===== src/hw/rtl/assert_macros.svh =====
// ----------------------------------------------------------------------------
// Assertion macros
// Shared concurrent assertion helpers. Simulation gets the checks; synthesis
// sees empty bodies.
// ----------------------------------------------------------------------------
`ifndef ASSERT_MACROS_SVH
`define ASSERT_MACROS_SVH

`ifndef SYNTHESIS
// The expression must hold at every clock edge outside reset.
`define ASSERT_ALWAYS(label, clk, rst, expr, msg) \
  label: assert property (@(posedge clk) disable iff (rst) (expr)) else $error(msg);
// Whenever the antecedent holds, the consequent holds in the same cycle.
`define ASSERT_IMPLY(label, clk, rst, ante, cons, msg) \
  label: assert property (@(posedge clk) disable iff (rst) (ante) |-> (cons)) else $error(msg);
`else
`define ASSERT_ALWAYS(label, clk, rst, expr, msg)
`define ASSERT_IMPLY(label, clk, rst, ante, cons, msg)
`endif

`endif


===== src/hw/rtl/jac_pkg.sv =====
// ----------------------------------------------------------------------------
// jac_pkg
// Shared constants, register indexes, direction codes and lane types of the
// joystick axis conditioner.
// ----------------------------------------------------------------------------
package jac_pkg;

  // Sample width default and fixed-point details of the moving average.
  localparam int SAMPLE_BITS_DEF = 10;
  localparam int Q_BITS          = 7;
  localparam int DENOM_BIAS      = 256;

  // Register and field widths.
  localparam int DZ_W       = 10;
  localparam int HY_W       = 10;
  localparam int SHIFT_W    = 4;
  localparam int SCALE_W    = 15;
  localparam int MARGIN_W   = 11;
  localparam int DEN_W      = 12;
  localparam int NORM_W     = 16;
  localparam int DIR_W      = 2;
  localparam int CFG_IDX_W  = 3;
  localparam int CFG_DATA_W = 15;

  // Register reset values.
  localparam int CENTER_RESET_VAL = 512;
  localparam int DZ_RESET_VAL     = 50;
  localparam int HY_RESET_VAL     = 10;
  localparam int SHIFT_RESET_VAL  = 3;
  localparam int SCALE_RESET_VAL  = 100;

  // Register indexes on the configuration port.
  localparam logic [CFG_IDX_W-1:0] REG_CENTER_X   = 3'd0;
  localparam logic [CFG_IDX_W-1:0] REG_CENTER_Y   = 3'd1;
  localparam logic [CFG_IDX_W-1:0] REG_DEAD_ZONE  = 3'd2;
  localparam logic [CFG_IDX_W-1:0] REG_HYSTERESIS = 3'd3;
  localparam logic [CFG_IDX_W-1:0] REG_SHIFT      = 3'd4;
  localparam logic [CFG_IDX_W-1:0] REG_FULL_SCALE = 3'd5;

  // Direction codes, two's complement.
  localparam logic [DIR_W-1:0] DIR_NEG  = 2'b11;
  localparam logic [DIR_W-1:0] DIR_ZERO = 2'b00;
  localparam logic [DIR_W-1:0] DIR_POS  = 2'b01;

  // Lane sequencer states.
  typedef enum logic [2:0] {
    LANE_IDLE,
    LANE_MUL,
    LANE_DIV_GO,
    LANE_DIV_WAIT,
    LANE_DONE
  } lane_state_t;

  // Status a lane hands to the merging stage.
  typedef struct packed {
    logic                     done;
    logic [DIR_W-1:0]         dir;
    logic signed [NORM_W-1:0] norm;
  } lane_status_t;

endpackage


===== src/hw/rtl/jac_divider.sv =====
// ----------------------------------------------------------------------------
// jac_divider
// Radix-2 restoring divider for unsigned operands, one quotient bit per cycle.
// ----------------------------------------------------------------------------
module jac_divider #(
  parameter int NUM_W = 25
) (
  input  logic                       clk,
  input  logic                       rst,
  input  logic                       start,
  input  logic [NUM_W-1:0]           num,
  input  logic [jac_pkg::DEN_W-1:0]  den,
  output logic                       busy,
  output logic [NUM_W-1:0]           quot
);

  localparam int CNT_W = $clog2(NUM_W + 1);

  logic [CNT_W-1:0]          count;
  logic [jac_pkg::DEN_W-1:0] rem;
  logic [jac_pkg::DEN_W-1:0] den_hold;
  logic [jac_pkg::DEN_W:0]   rem_shift;
  logic                      fits;

  assign busy = (count != '0);

  // One trial subtraction of the shifted remainder.
  always_comb begin
    rem_shift = {rem, quot[NUM_W-1]};
    fits      = (rem_shift >= {1'b0, den_hold});
  end

  // Iteration counter.
  always_ff @(posedge clk) begin
    if (rst) begin
      count <= '0;
    end else if (start) begin
      count <= CNT_W'(NUM_W);
    end else if (busy) begin
      count <= count - 1'b1;
    end
  end

  // Remainder and quotient shift register.
  always_ff @(posedge clk) begin
    if (start) begin
      rem      <= '0;
      quot     <= num;
      den_hold <= den;
    end else if (busy) begin
      if (fits) begin
        rem <= jac_pkg::DEN_W'(rem_shift - {1'b0, den_hold});
      end else begin
        rem <= rem_shift[jac_pkg::DEN_W-1:0];
      end
      quot <= {quot[NUM_W-2:0], fits};
    end
  end

endmodule


===== src/hw/rtl/jac_lane.sv =====
// ----------------------------------------------------------------------------
// jac_lane
// One axis: moving average, direction decision and normalized offset with
// its own multiplier and iterative divider.
// ----------------------------------------------------------------------------
module jac_lane #(
  parameter int SAMPLE_BITS = jac_pkg::SAMPLE_BITS_DEF
) (
  input  logic                          clk,
  input  logic                          rst,
  input  logic                          start,
  input  logic                          ack,
  input  logic [SAMPLE_BITS-1:0]        sample,
  input  logic [SAMPLE_BITS-1:0]        center,
  input  logic                          reload,
  input  logic [SAMPLE_BITS-1:0]        reload_center,
  input  logic [jac_pkg::MARGIN_W-1:0]  margin,
  input  logic [jac_pkg::DEN_W-1:0]     denom,
  input  logic [jac_pkg::SHIFT_W-1:0]   shift,
  input  logic [jac_pkg::SCALE_W-1:0]   scale,
  output logic [SAMPLE_BITS-1:0]        smooth,
  output jac_pkg::lane_status_t         status
);

  localparam int AVG_W  = SAMPLE_BITS + jac_pkg::Q_BITS;
  localparam int NUM_W  = jac_pkg::SCALE_W + SAMPLE_BITS;
  localparam int PROD_W = jac_pkg::SCALE_W + SAMPLE_BITS + 2;
  localparam int CMP_W  = (SAMPLE_BITS > jac_pkg::MARGIN_W ? SAMPLE_BITS : jac_pkg::MARGIN_W) + 1;
  localparam logic [SAMPLE_BITS-1:0] CENTER_RESET = SAMPLE_BITS'(jac_pkg::CENTER_RESET_VAL);

  jac_pkg::lane_state_t state, state_next;

  logic [AVG_W-1:0]                avg;
  logic signed [AVG_W:0]           ema_diff;
  logic signed [AVG_W:0]           ema_step;
  logic signed [AVG_W:0]           ema_sum;
  logic signed [SAMPLE_BITS:0]     offset;
  logic signed [PROD_W-1:0]        prod;
  logic [PROD_W-1:0]               prod_mag;
  logic [CMP_W-1:0]                filt_ext;
  logic [CMP_W-1:0]                center_ext;
  logic [CMP_W-1:0]                margin_ext;
  logic [jac_pkg::DIR_W-1:0]       dir;
  logic [jac_pkg::DIR_W-1:0]       dir_calc;
  logic                            mul_load;
  logic                            div_start;
  logic                            div_busy;
  logic [NUM_W-1:0]                quot;
  logic [jac_pkg::SCALE_W-1:0]     norm_mag;

  // Moving average step: an arithmetic shift floors in both directions.
  always_comb begin
    ema_diff = $signed({1'b0, sample, {jac_pkg::Q_BITS{1'b0}}}) - $signed({1'b0, avg});
    ema_step = ema_diff >>> shift;
    ema_sum  = $signed({1'b0, avg}) + ema_step;
  end

  always_ff @(posedge clk) begin
    if (rst) begin
      avg <= {CENTER_RESET, {jac_pkg::Q_BITS{1'b0}}};
    end else if (reload) begin
      avg <= {reload_center, {jac_pkg::Q_BITS{1'b0}}};
    end else if (start) begin
      avg <= ema_sum[AVG_W-1:0];
    end
  end

  assign smooth = avg[AVG_W-1:jac_pkg::Q_BITS];

  // Direction against the band widened by dead zone and hysteresis.
  always_comb begin
    filt_ext   = CMP_W'(smooth);
    center_ext = CMP_W'(center);
    margin_ext = CMP_W'(margin);
    if (filt_ext + margin_ext < center_ext) begin
      dir_calc = jac_pkg::DIR_NEG;
    end else if (filt_ext > center_ext + margin_ext) begin
      dir_calc = jac_pkg::DIR_POS;
    end else begin
      dir_calc = jac_pkg::DIR_ZERO;
    end
  end

  // Signed offset times full scale, registered ahead of the divider.
  assign offset = $signed({1'b0, smooth}) - $signed({1'b0, center});

  always_ff @(posedge clk) begin
    if (mul_load) begin
      prod <= PROD_W'($signed({1'b0, scale}) * offset);
      dir  <= dir_calc;
    end
  end

  assign prod_mag = prod[PROD_W-1] ? PROD_W'(-prod) : prod;

  jac_divider #(
    .NUM_W (NUM_W)
  ) u_div (
    .clk   (clk),
    .rst   (rst),
    .start (div_start),
    .num   (prod_mag[NUM_W-1:0]),
    .den   (denom),
    .busy  (div_busy),
    .quot  (quot)
  );

  // Clamp the quotient magnitude and restore the sign.
  always_comb begin
    if (quot > NUM_W'(scale)) begin
      norm_mag = scale;
    end else begin
      norm_mag = quot[jac_pkg::SCALE_W-1:0];
    end
    status.done = (state == jac_pkg::LANE_DONE);
    status.dir  = dir;
    if (prod[PROD_W-1]) begin
      status.norm = -$signed({1'b0, norm_mag});
    end else begin
      status.norm = $signed({1'b0, norm_mag});
    end
  end

  // Sequencer state register.
  always_ff @(posedge clk) begin
    if (rst) begin
      state <= jac_pkg::LANE_IDLE;
    end else begin
      state <= state_next;
    end
  end

  // Next state.
  always_comb begin
    state_next = state;
    unique case (state)
      jac_pkg::LANE_IDLE: begin
        if (start) state_next = jac_pkg::LANE_MUL;
      end
      jac_pkg::LANE_MUL: begin
        state_next = jac_pkg::LANE_DIV_GO;
      end
      jac_pkg::LANE_DIV_GO: begin
        state_next = jac_pkg::LANE_DIV_WAIT;
      end
      jac_pkg::LANE_DIV_WAIT: begin
        if (!div_busy) state_next = jac_pkg::LANE_DONE;
      end
      jac_pkg::LANE_DONE: begin
        if (ack) state_next = jac_pkg::LANE_IDLE;
      end
      default: begin
        state_next = jac_pkg::LANE_IDLE;
      end
    endcase
  end

  // State outputs.
  always_comb begin
    mul_load  = (state == jac_pkg::LANE_MUL);
    div_start = (state == jac_pkg::LANE_DIV_GO);
  end

endmodule


===== src/hw/rtl/joystick_axis_conditioner_top.sv =====
// ----------------------------------------------------------------------------
// joystick_axis_conditioner_top
// Two-axis joystick conditioner: per-axis moving average, dead-zone direction
// and clamped normalized offset, merged with position flags and the button.
//
//   Channel  Direction  Handshake           Word contents
//   s_*      in         tvalid/tready       sample_x, sample_y, button_pressed
//   m_*      out        tvalid/tready       smoothed, direction, normalized, flags
//   cfg_*    in         cfg_we, no wait     register index and write data
//
// A new word is accepted only after the last one has left the lanes; the
// per-lane restoring divider produces one quotient bit per cycle over
// SAMPLE_BITS + 15 bits.
// The two axis lanes run side by side on the same word.
// A finished word waits in the output register while the next one is taken.
// Reset is synchronous and restores all configuration registers and both averages.
// ----------------------------------------------------------------------------
`include "assert_macros.svh"

module joystick_axis_conditioner_top #(
  parameter int SAMPLE_BITS = jac_pkg::SAMPLE_BITS_DEF
) (
  input  logic                            clk,
  input  logic                            rst,
  // Fields from bit 0: sample_x, sample_y, button_pressed.
  input  logic [((2*SAMPLE_BITS+1+7)/8)*8-1:0]  s_tdata,
  input  logic                            s_tvalid,
  output logic                            s_tready,
  // Fields from bit 0: smooth_x, smooth_y, direction_x, direction_y, norm_x,
  // norm_y, is_centered, is_diagonal, is_horizontal, is_vertical, button_out.
  output logic [((2*SAMPLE_BITS+41+7)/8)*8-1:0] m_tdata,
  output logic                            m_tvalid,
  input  logic                            m_tready,
  input  logic                            cfg_we,
  input  logic [jac_pkg::CFG_IDX_W-1:0]   cfg_index,
  input  logic [jac_pkg::CFG_DATA_W-1:0]  cfg_data
);

  localparam int OUT_W = ((2*SAMPLE_BITS+41+7)/8)*8;
  localparam logic [SAMPLE_BITS-1:0] CENTER_RESET = SAMPLE_BITS'(jac_pkg::CENTER_RESET_VAL);

  // Configuration registers.
  logic [SAMPLE_BITS-1:0]           center_x;
  logic [SAMPLE_BITS-1:0]           center_y;
  logic [jac_pkg::DZ_W-1:0]         dead_zone;
  logic [jac_pkg::HY_W-1:0]         hysteresis;
  logic [jac_pkg::SHIFT_W-1:0]      smoothing_shift;
  logic [jac_pkg::SCALE_W-1:0]      full_scale;
  logic [jac_pkg::MARGIN_W-1:0]     margin;
  logic [jac_pkg::DEN_W-1:0]        denom;
  logic                             reload_x;
  logic                             reload_y;

  // Control and lane results.
  logic                             busy;
  logic                             accept;
  logic                             capture;
  logic                             button_hold;
  logic [SAMPLE_BITS-1:0]           smooth_x_lane;
  logic [SAMPLE_BITS-1:0]           smooth_y_lane;
  jac_pkg::lane_status_t            stat_x;
  jac_pkg::lane_status_t            stat_y;

  // Output word register.
  logic [SAMPLE_BITS-1:0]           out_smooth_x;
  logic [SAMPLE_BITS-1:0]           out_smooth_y;
  logic [jac_pkg::DIR_W-1:0]        out_dir_x;
  logic [jac_pkg::DIR_W-1:0]        out_dir_y;
  logic signed [jac_pkg::NORM_W-1:0] out_norm_x;
  logic signed [jac_pkg::NORM_W-1:0] out_norm_y;
  logic                             out_centered;
  logic                             out_diagonal;
  logic                             out_horizontal;
  logic                             out_vertical;
  logic                             out_button;
  logic                             nz_x;
  logic                             nz_y;

  // Configuration writes; a center write also reloads that axis average.
  always_ff @(posedge clk) begin
    if (rst) begin
      center_x        <= CENTER_RESET;
      center_y        <= CENTER_RESET;
      dead_zone       <= jac_pkg::DZ_W'(jac_pkg::DZ_RESET_VAL);
      hysteresis      <= jac_pkg::HY_W'(jac_pkg::HY_RESET_VAL);
      smoothing_shift <= jac_pkg::SHIFT_W'(jac_pkg::SHIFT_RESET_VAL);
      full_scale      <= jac_pkg::SCALE_W'(jac_pkg::SCALE_RESET_VAL);
    end else if (cfg_we) begin
      unique case (cfg_index)
        jac_pkg::REG_CENTER_X:   center_x        <= cfg_data[SAMPLE_BITS-1:0];
        jac_pkg::REG_CENTER_Y:   center_y        <= cfg_data[SAMPLE_BITS-1:0];
        jac_pkg::REG_DEAD_ZONE:  dead_zone       <= cfg_data[jac_pkg::DZ_W-1:0];
        jac_pkg::REG_HYSTERESIS: hysteresis      <= cfg_data[jac_pkg::HY_W-1:0];
        jac_pkg::REG_SHIFT:      smoothing_shift <= cfg_data[jac_pkg::SHIFT_W-1:0];
        jac_pkg::REG_FULL_SCALE: full_scale      <= cfg_data[jac_pkg::SCALE_W-1:0];
        default: begin
        end
      endcase
    end
  end

  assign reload_x = cfg_we && (cfg_index == jac_pkg::REG_CENTER_X);
  assign reload_y = cfg_we && (cfg_index == jac_pkg::REG_CENTER_Y);

  // Band half width and divisor, shared by both lanes.
  assign margin = {1'b0, dead_zone} + {1'b0, hysteresis};
  assign denom  = jac_pkg::DEN_W'(margin) + jac_pkg::DEN_W'(jac_pkg::DENOM_BIAS);

  // Word control: one word in the lanes at a time.
  assign s_tready = !busy;
  assign accept   = s_tvalid && s_tready;
  assign capture  = busy && stat_x.done && stat_y.done && (!m_tvalid || m_tready);

  always_ff @(posedge clk) begin
    if (rst) begin
      busy <= 1'b0;
    end else if (accept) begin
      busy <= 1'b1;
    end else if (capture) begin
      busy <= 1'b0;
    end
  end

  always_ff @(posedge clk) begin
    if (accept) begin
      button_hold <= s_tdata[2*SAMPLE_BITS];
    end
  end

  // Axis lanes.
  jac_lane #(
    .SAMPLE_BITS (SAMPLE_BITS)
  ) u_lane_x (
    .clk           (clk),
    .rst           (rst),
    .start         (accept),
    .ack           (capture),
    .sample        (s_tdata[SAMPLE_BITS-1:0]),
    .center        (center_x),
    .reload        (reload_x),
    .reload_center (cfg_data[SAMPLE_BITS-1:0]),
    .margin        (margin),
    .denom         (denom),
    .shift         (smoothing_shift),
    .scale         (full_scale),
    .smooth        (smooth_x_lane),
    .status        (stat_x)
  );

  jac_lane #(
    .SAMPLE_BITS (SAMPLE_BITS)
  ) u_lane_y (
    .clk           (clk),
    .rst           (rst),
    .start         (accept),
    .ack           (capture),
    .sample        (s_tdata[2*SAMPLE_BITS-1:SAMPLE_BITS]),
    .center        (center_y),
    .reload        (reload_y),
    .reload_center (cfg_data[SAMPLE_BITS-1:0]),
    .margin        (margin),
    .denom         (denom),
    .shift         (smoothing_shift),
    .scale         (full_scale),
    .smooth        (smooth_y_lane),
    .status        (stat_y)
  );

  // Merge the lane directions into position flags.
  assign nz_x = (stat_x.dir != jac_pkg::DIR_ZERO);
  assign nz_y = (stat_y.dir != jac_pkg::DIR_ZERO);

  always_ff @(posedge clk) begin
    if (rst) begin
      m_tvalid <= 1'b0;
    end else if (capture) begin
      m_tvalid <= 1'b1;
    end else if (m_tready) begin
      m_tvalid <= 1'b0;
    end
  end

  always_ff @(posedge clk) begin
    if (capture) begin
      out_smooth_x   <= smooth_x_lane;
      out_smooth_y   <= smooth_y_lane;
      out_dir_x      <= stat_x.dir;
      out_dir_y      <= stat_y.dir;
      out_norm_x     <= stat_x.norm;
      out_norm_y     <= stat_y.norm;
      out_centered   <= !nz_x && !nz_y;
      out_diagonal   <= nz_x && nz_y;
      out_horizontal <= nz_x && !nz_y;
      out_vertical   <= !nz_x && nz_y;
      out_button     <= button_hold;
    end
  end

  assign m_tdata = OUT_W'({out_button, out_vertical, out_horizontal, out_diagonal,
                           out_centered, out_norm_y, out_norm_x, out_dir_y, out_dir_x,
                           out_smooth_y, out_smooth_x});

  // Both lanes run the same fixed sequence and must finish together.
  `ASSERT_ALWAYS(lanes_in_step, clk, rst, stat_x.done == stat_y.done, "axis lanes out of step")
  // A word leaves the lanes only while one is in flight.
  `ASSERT_IMPLY(capture_when_busy, clk, rst, capture, busy, "capture without a word in flight")
  // A high-side x direction never pairs with a negative x normalized offset.
  `ASSERT_IMPLY(pos_dir_nonneg, clk, rst, m_tvalid && (out_dir_x == jac_pkg::DIR_POS), !out_norm_x[jac_pkg::NORM_W-1], "x direction and offset sign disagree")
  // Exactly one position flag is set on every word.
  `ASSERT_IMPLY(flags_onehot, clk, rst, m_tvalid, $onehot({out_centered, out_diagonal, out_horizontal, out_vertical}), "position flags not one-hot")

endmodule


===== config.mk =====
export PLATFORM = sky130hd
export DESIGN_NAME = joystick_axis_conditioner_top
export DESIGN_NICKNAME = d
export VERILOG_FILES = /design/src/hw/rtl/jac_pkg.sv /design/src/hw/rtl/jac_divider.sv /design/src/hw/rtl/jac_lane.sv /design/src/hw/rtl/joystick_axis_conditioner_top.sv
export VERILOG_INCLUDE_DIRS = /design/src /design/src/hw/rtl
export SDC_FILE = /design/constraint.sdc
export NUM_CORES = 2
export LEC_CHECK = 0
export BUFFER_PORTS_ARGS = -buffer_cell sky130_fd_sc_hd__buf_4
export CAP_MARGIN = 25
export CORE_MARGIN = 4
export CORE_UTILIZATION = 40
export CTS_BUF_LIST = sky130_fd_sc_hd__clkbuf_4
export DETAILED_ROUTE_END_ITERATION = 12
export SKIP_CTS_REPAIR_TIMING = 1
export SYNTH_ARGS = -nofsm -noshare
export SYNTH_HDL_FRONTEND = slang
export SYNTH_SLANG_ARGS = --single-unit

===== constraint.sdc =====
create_clock -name clk -period 15.1 [get_ports clk]
set_input_delay 4.53 -clock clk [delete_from_list [all_inputs] [get_ports clk]]
set_output_delay 4.53 -clock clk [all_outputs]
set_load 0.005 [all_outputs]

# Word level (Yosys, flattened, before mapping)

Index checks and enable logic that the tools add are counted.

Flip-flop bits (word level): 329
Logic and storage cells: 165
Bits of input ports: 47

Muxes and demuxes: 32
Reductions and logical operators: 40
Shifts and indexed selects: 2
$mul: 2
Order comparisons: 8
Equal/unequal tests: 19
Add/subtract/negate cells: 20

Operator list:

| cell                                          | number |
|---|---|
| two-way mux 25 bit                            | 6 |
| two-way mux 17 bit                            | 4 |
| two-way mux 15 bit                            | 4 |
| multiplier 16 x 11 -> 27 bit                  | 2 |
| > comparator 25 x 15 -> 1 bit                 | 2 |
| negation 25 bit                               | 2 |
| adder 10 x 11 -> 12 bit                       | 4 |
| >>> shifter 18 x 4 -> 17 bit                  | 2 |
| subtractor 17 x 17 -> 18 bit                  | 2 |
| adder 17 bit                                  | 2 |
| negation 15 -> 16 bit                         | 2 |
| case mux 3 bit (5 select lines)               | 2 |
| >= comparator 13 x 12 -> 1 bit                | 2 |
| > comparator 10 x 12 -> 1 bit                 | 2 |
| less-than comparator 12 x 10 -> 1 bit         | 2 |
| two-way mux 12 bit                            | 2 |
| subtractor 12 bit                             | 2 |
| subtractor 10 x 10 -> 11 bit                  | 2 |
| two-way mux 5 bit                             | 4 |
| == test 3 x 2 -> 1 bit, second input constant | 6 |
| nonzero test 2 bit                            | 8 |
| adder 11 x 9 -> 12 bit, second input constant | 1 |
| == test 3 bit, second input constant          | 4 |
| two-way mux 3 bit                             | 4 |
| 13 further kinds                              | 50 |

# Longest topological paths before layout

Depth in word-level cells: 6
Mapped depth: 34
Mapped depth without buffers: 33

# Hierarchy

Synthesis repeated with hierarchy kept, for this count alone.

Cell total of the unflattened synthesis: 3955
Area total of the unflattened synthesis: 35282.6 um^2

Modules (own cells, without submodules):

| module                        | instances | area an instance (um^2) | cells an instance |
|---|---|---|---|
| jac_lane at u_lane_y          | 1         | 12535.8                 | 1523 |
| jac_lane at u_lane_x          | 1         | 12505.7                 | 1520 |
| jac_divider                   | 2         | 2781.4                  | 245 |
| joystick_axis_conditioner_top | 1         | 4678.2                  | 422 |

# Worst setup path after synthesis

Ideal clock, no wire load.

Kind: input port to flip-flop
From: in s_tdata[10]
To: reg u_lane_y.avg[16]
Setup slack: 5.824 ns
Buffers on the path: 0
Library setup time: 0.127 ns
Arrival: 9.149 ns
Stages on the path: 22
Cell sequence: ha_1 nor2b_1 a31o_2 o31ai_1 o221ai_1 xnor2_1 o211ai_1 o21ai_0 mux2i_1 a21oi_1 ha_1 fa_1 a211o_1 a2111oi_0 o31ai_1 o41ai_1 o211a_1 o21ai_0 xnor2_1 nor2_1 xnor2_1 o21ai_1

Cells in the longest elaborated chain, start to end: 5

RTL lines:

| item                         | RTL line                            | RTL |
|---|---|---|
| start: declaration           | joystick_axis_conditioner_top.sv:26 | `input logic [((2*SAMPLE_BITS+1+7)/8)*8-1:0] s_tdata,` |
| subtractor 17 x 17 -> 18 bit | jac_lane.sv:53                      | `ema_diff = $signed({1'b0, sample, {jac_pkg::Q_BITS{1'b0}}}) - $signed({1'b0, avg});` |
| >>> shifter 18 x 4 -> 17 bit | jac_lane.sv:54                      | `ema_step = ema_diff >>> shift;` |
| adder 17 bit                 | jac_lane.sv:55                      | `ema_sum = $signed({1'b0, avg}) + ema_step;` |
| two-way mux 17 bit           | jac_lane.sv:63                      | `end else if (start) begin` |
| two-way mux 17 bit           | jac_lane.sv:61                      | `end else if (reload) begin` |
| end signal: assignment       | jac_lane.sv:60                      | `avg <= {CENTER_RESET, {jac_pkg::Q_BITS{1'b0}}};` |
| end signal: assignment       | jac_lane.sv:62                      | `avg <= {reload_center, {jac_pkg::Q_BITS{1'b0}}};` |
| end signal: assignment       | jac_lane.sv:64                      | `avg <= ema_sum[AVG_W-1:0];` |
| end: declaration             | jac_lane.sv:33                      | `logic [AVG_W-1:0] avg;` |

No other way between the ends. The select of a mux whose other input is x is not followed.
A chain may end at the register's enable or synchronous reset.

# Final worst setup path

Same ends and word-level chain as after synthesis.

==> metrics <==
status=completed; Buf+Inv Stages, Crit Path=1; antenna violations before repair=2; worst path required time=15.91 ns; DRT iter0 DRCs=1,588; critical path type=input pin to flop; Worst Tran Pin Value=a little over 1 ns; Worst path most repeated cell=xnor2_1; initial core utilization=40.53%; Syn Inst Count=3,924; Cell Area, Synth=0.03403 sq mm; final hold viol count=0; Reg2Reg Setup Slack=between 5 and 6 ns; layout cells sized above 1=about a tenth; dpl hpwl=69,100 microns; Final Critical Period=9.354 ns; synth-to-layout area growth=10.32%; Routed Antenna Nets=0; GRT Total Usage=20.43%; predominant post-synthesis flop cell=edfxtp_1; RSZ-0062 raised after global routing=false; largest net degree at the start of global routing=54; clk_lat worst skew=0.92 ns; Num CTS Buffers=96; gpl congestion=0.8482; routed via count=27,620; port bufs=approximately 110; Arr. time, crit path=10.16 ns; first-pass GRT wire length=147,100 microns; commonest non-fill, non-tap cell in the layout=nand2_1; Max clock buf depth=3; Fin Setup TNS=0 ns; worst min-delay path class=flop to flop; IO Pins=roughly 110; Avg Vias per Cell=5.244; Yosys top cell area share=16.94%; max-cap viol count=0; die extent in y=299.7 microns; Post-synth EDFFs=192; DRC viols=0; slowest stage cell, crit path=a2111oi_0; #FFs+latches synth=327; core footprint=0.08395 sq mm; Die X=299.7 microns; CP Launch Type=input pin; crit-path cells=buf_4 > ha_1 > nor2b_1 > a31o_2 > o31ai_1 > o221ai_1 > xnor2_1 > mux2i_1 > mux2i_1 > a21oi_1 > a21oi_1 > fa_1 > a211o_1 > a2111oi_0 > o31ai_1 > o41ai_1 > o211a_1 > o21ai_0 > xnor2_1 > nor2_1 > xnor2_1 > o21ai_1; first-pass iteration count of the detailed router=5; CTS tree=done; Clock Skews=0.1126 ns; Crit path max-delay family=compound AO/OA/AOI/OAI gates; part of the Yosys area used for sequential elements=24.88%; worst rel slew slack=between 30% and 40%; vias in the first global route=between 20,000 and 30,000; final setup vio count=0; Root Driver=clkbuf_4; Tcrit/Tclk final=61.94%; most frequent cells in the layout=491 x nand2_1, 464 x inv_1, 383 x ha_1, 282 x nor2_1, 258 x a21oi_1; peak fanout along the critical path=6; Avg Inst Size Synth=8.672 sq um; Worst setup EP type=flop; library cells used by synthesis=77; fill count=8,292; ys async rst share=0%; Routed WL=between 90,000 and 100,000 microns; slowest stage delay, CP=approximately 0.6 ns; H-Tree Depth=3; nets=4,725; die area=0.08981 sq mm; Rows=106; # clock sinks=327; fin. max-slew vios=0; top post-synthesis cells by area=edfxtp_1 17%, fa_1 14%, ha_1 14%; drt wl/cell=about 17 microns; synth warn=0; clk slew on worst S/H paths=around 0.060 ns; largest area contributor in the netlist=edfxtp_1; FMAX=106.9 MHz; global route overflow=0
-- cells by family after synthesis --
kind of cell | synth area share (%)
muxes | 2.577
AOI/OAI and AO/OA | 14.50
DFF | 24.88
adders and majority gates | 28.49
other | 0.01102
and+or+nand+nor | 16.42
xor gates and xnor gates | 5.975
buffers and inverters | 7.140
-- stage by stage --
step           cells  setup slack (ns)  hold WS (ns)  area, sq um  utilization, %
6_report        5267             5.746        0.4247        37540           44.72
5_1_grt         5267             5.365        0.4385        37540           44.72
4_1_cts         5261             5.832        0.4282        37490           44.65
3_5_place_dp    5083             4.842        0.4127        36240           43.17
3_3_place_gp    5081             4.802        0.4052        36230           43.16
2_1_floorplan   3926             5.824        0.4003        34040               -
-- sequential cells by signal, summed over array words and instances (netlist names), 12 cells and up --
name                     flops
out_norm_x                  16
u_lane_y.u_div.quot         25
full_scale                  15
u_lane_y.prod               26
u_lane_x.avg                17
u_lane_x.u_div.quot         25
out_norm_y                  16
u_lane_x.prod               26
u_lane_y.avg                17
u_lane_x.u_div.den_hold     12
u_lane_x.u_div.rem          12
u_lane_y.u_div.den_hold     12
u_lane_y.u_div.rem          12
-- synthesized netlist by cell type (all sizes together) (17+ instances only) --
library cell / number
nand2: 491
inv: 468
ha: 383
nor2: 282
a21oi: 258
o21ai: 253
fa: 245
edfxtp: 192
clkbuf: 140
xnor2: 137
dfxtp: 135
and2: 111
xor2: 93
nor3: 61
mux2i: 58
a211oi: 54
a21o: 54
nand2b: 52
nand3: 44
nor2b: 37
or3: 33
a31oi: 32
o31ai: 32
a21boi: 24
buf: 19
nor4: 19
or2: 18
o21a: 17
-- per-layer routing --
layer | share of wire, % | wire length (microns) | track usage (%) | up-vias
li1 | - | - | - | 13604
met1 | 44 | 40410 | 26.47 | 13207
met2 | 47 | 43180 | 34.56 | 661
met3 | 5.2 | 4764 | 3.295 | 148
met4 | 3.3 | 3048 | 7.370 | 0
met5 | 0 | 0 | 0 | -
-- layout make-up --
class	instances	area (sq um)	share of cell area (%)
diodes	3	7.507	0.02000
clock buffers	129	968.4	2.580
clock inverters	49	276.5	0.7366
inverters	477	1792	4.773
multi-input cells	2963	23200	61.80
flip-flops and latches	327	8471	22.56
well taps	1134	1419	3.779
repair buffers	185	1409	3.753
-- final timing paths --
kind                         from                 to  depth (start not counted)
setup / recovery      s_tdata[10]   u_lane_y.avg[16]                         22
hold / removal        button_hold         out_button                          0
setup reg to reg  u_lane_x.avg[7]  u_lane_x.prod[23]                         32
hold reg to reg       button_hold         out_button                          0
Power is not shown: default switching activity piles up to over one toggle a cycle in this logic, so the estimate is an artifact.
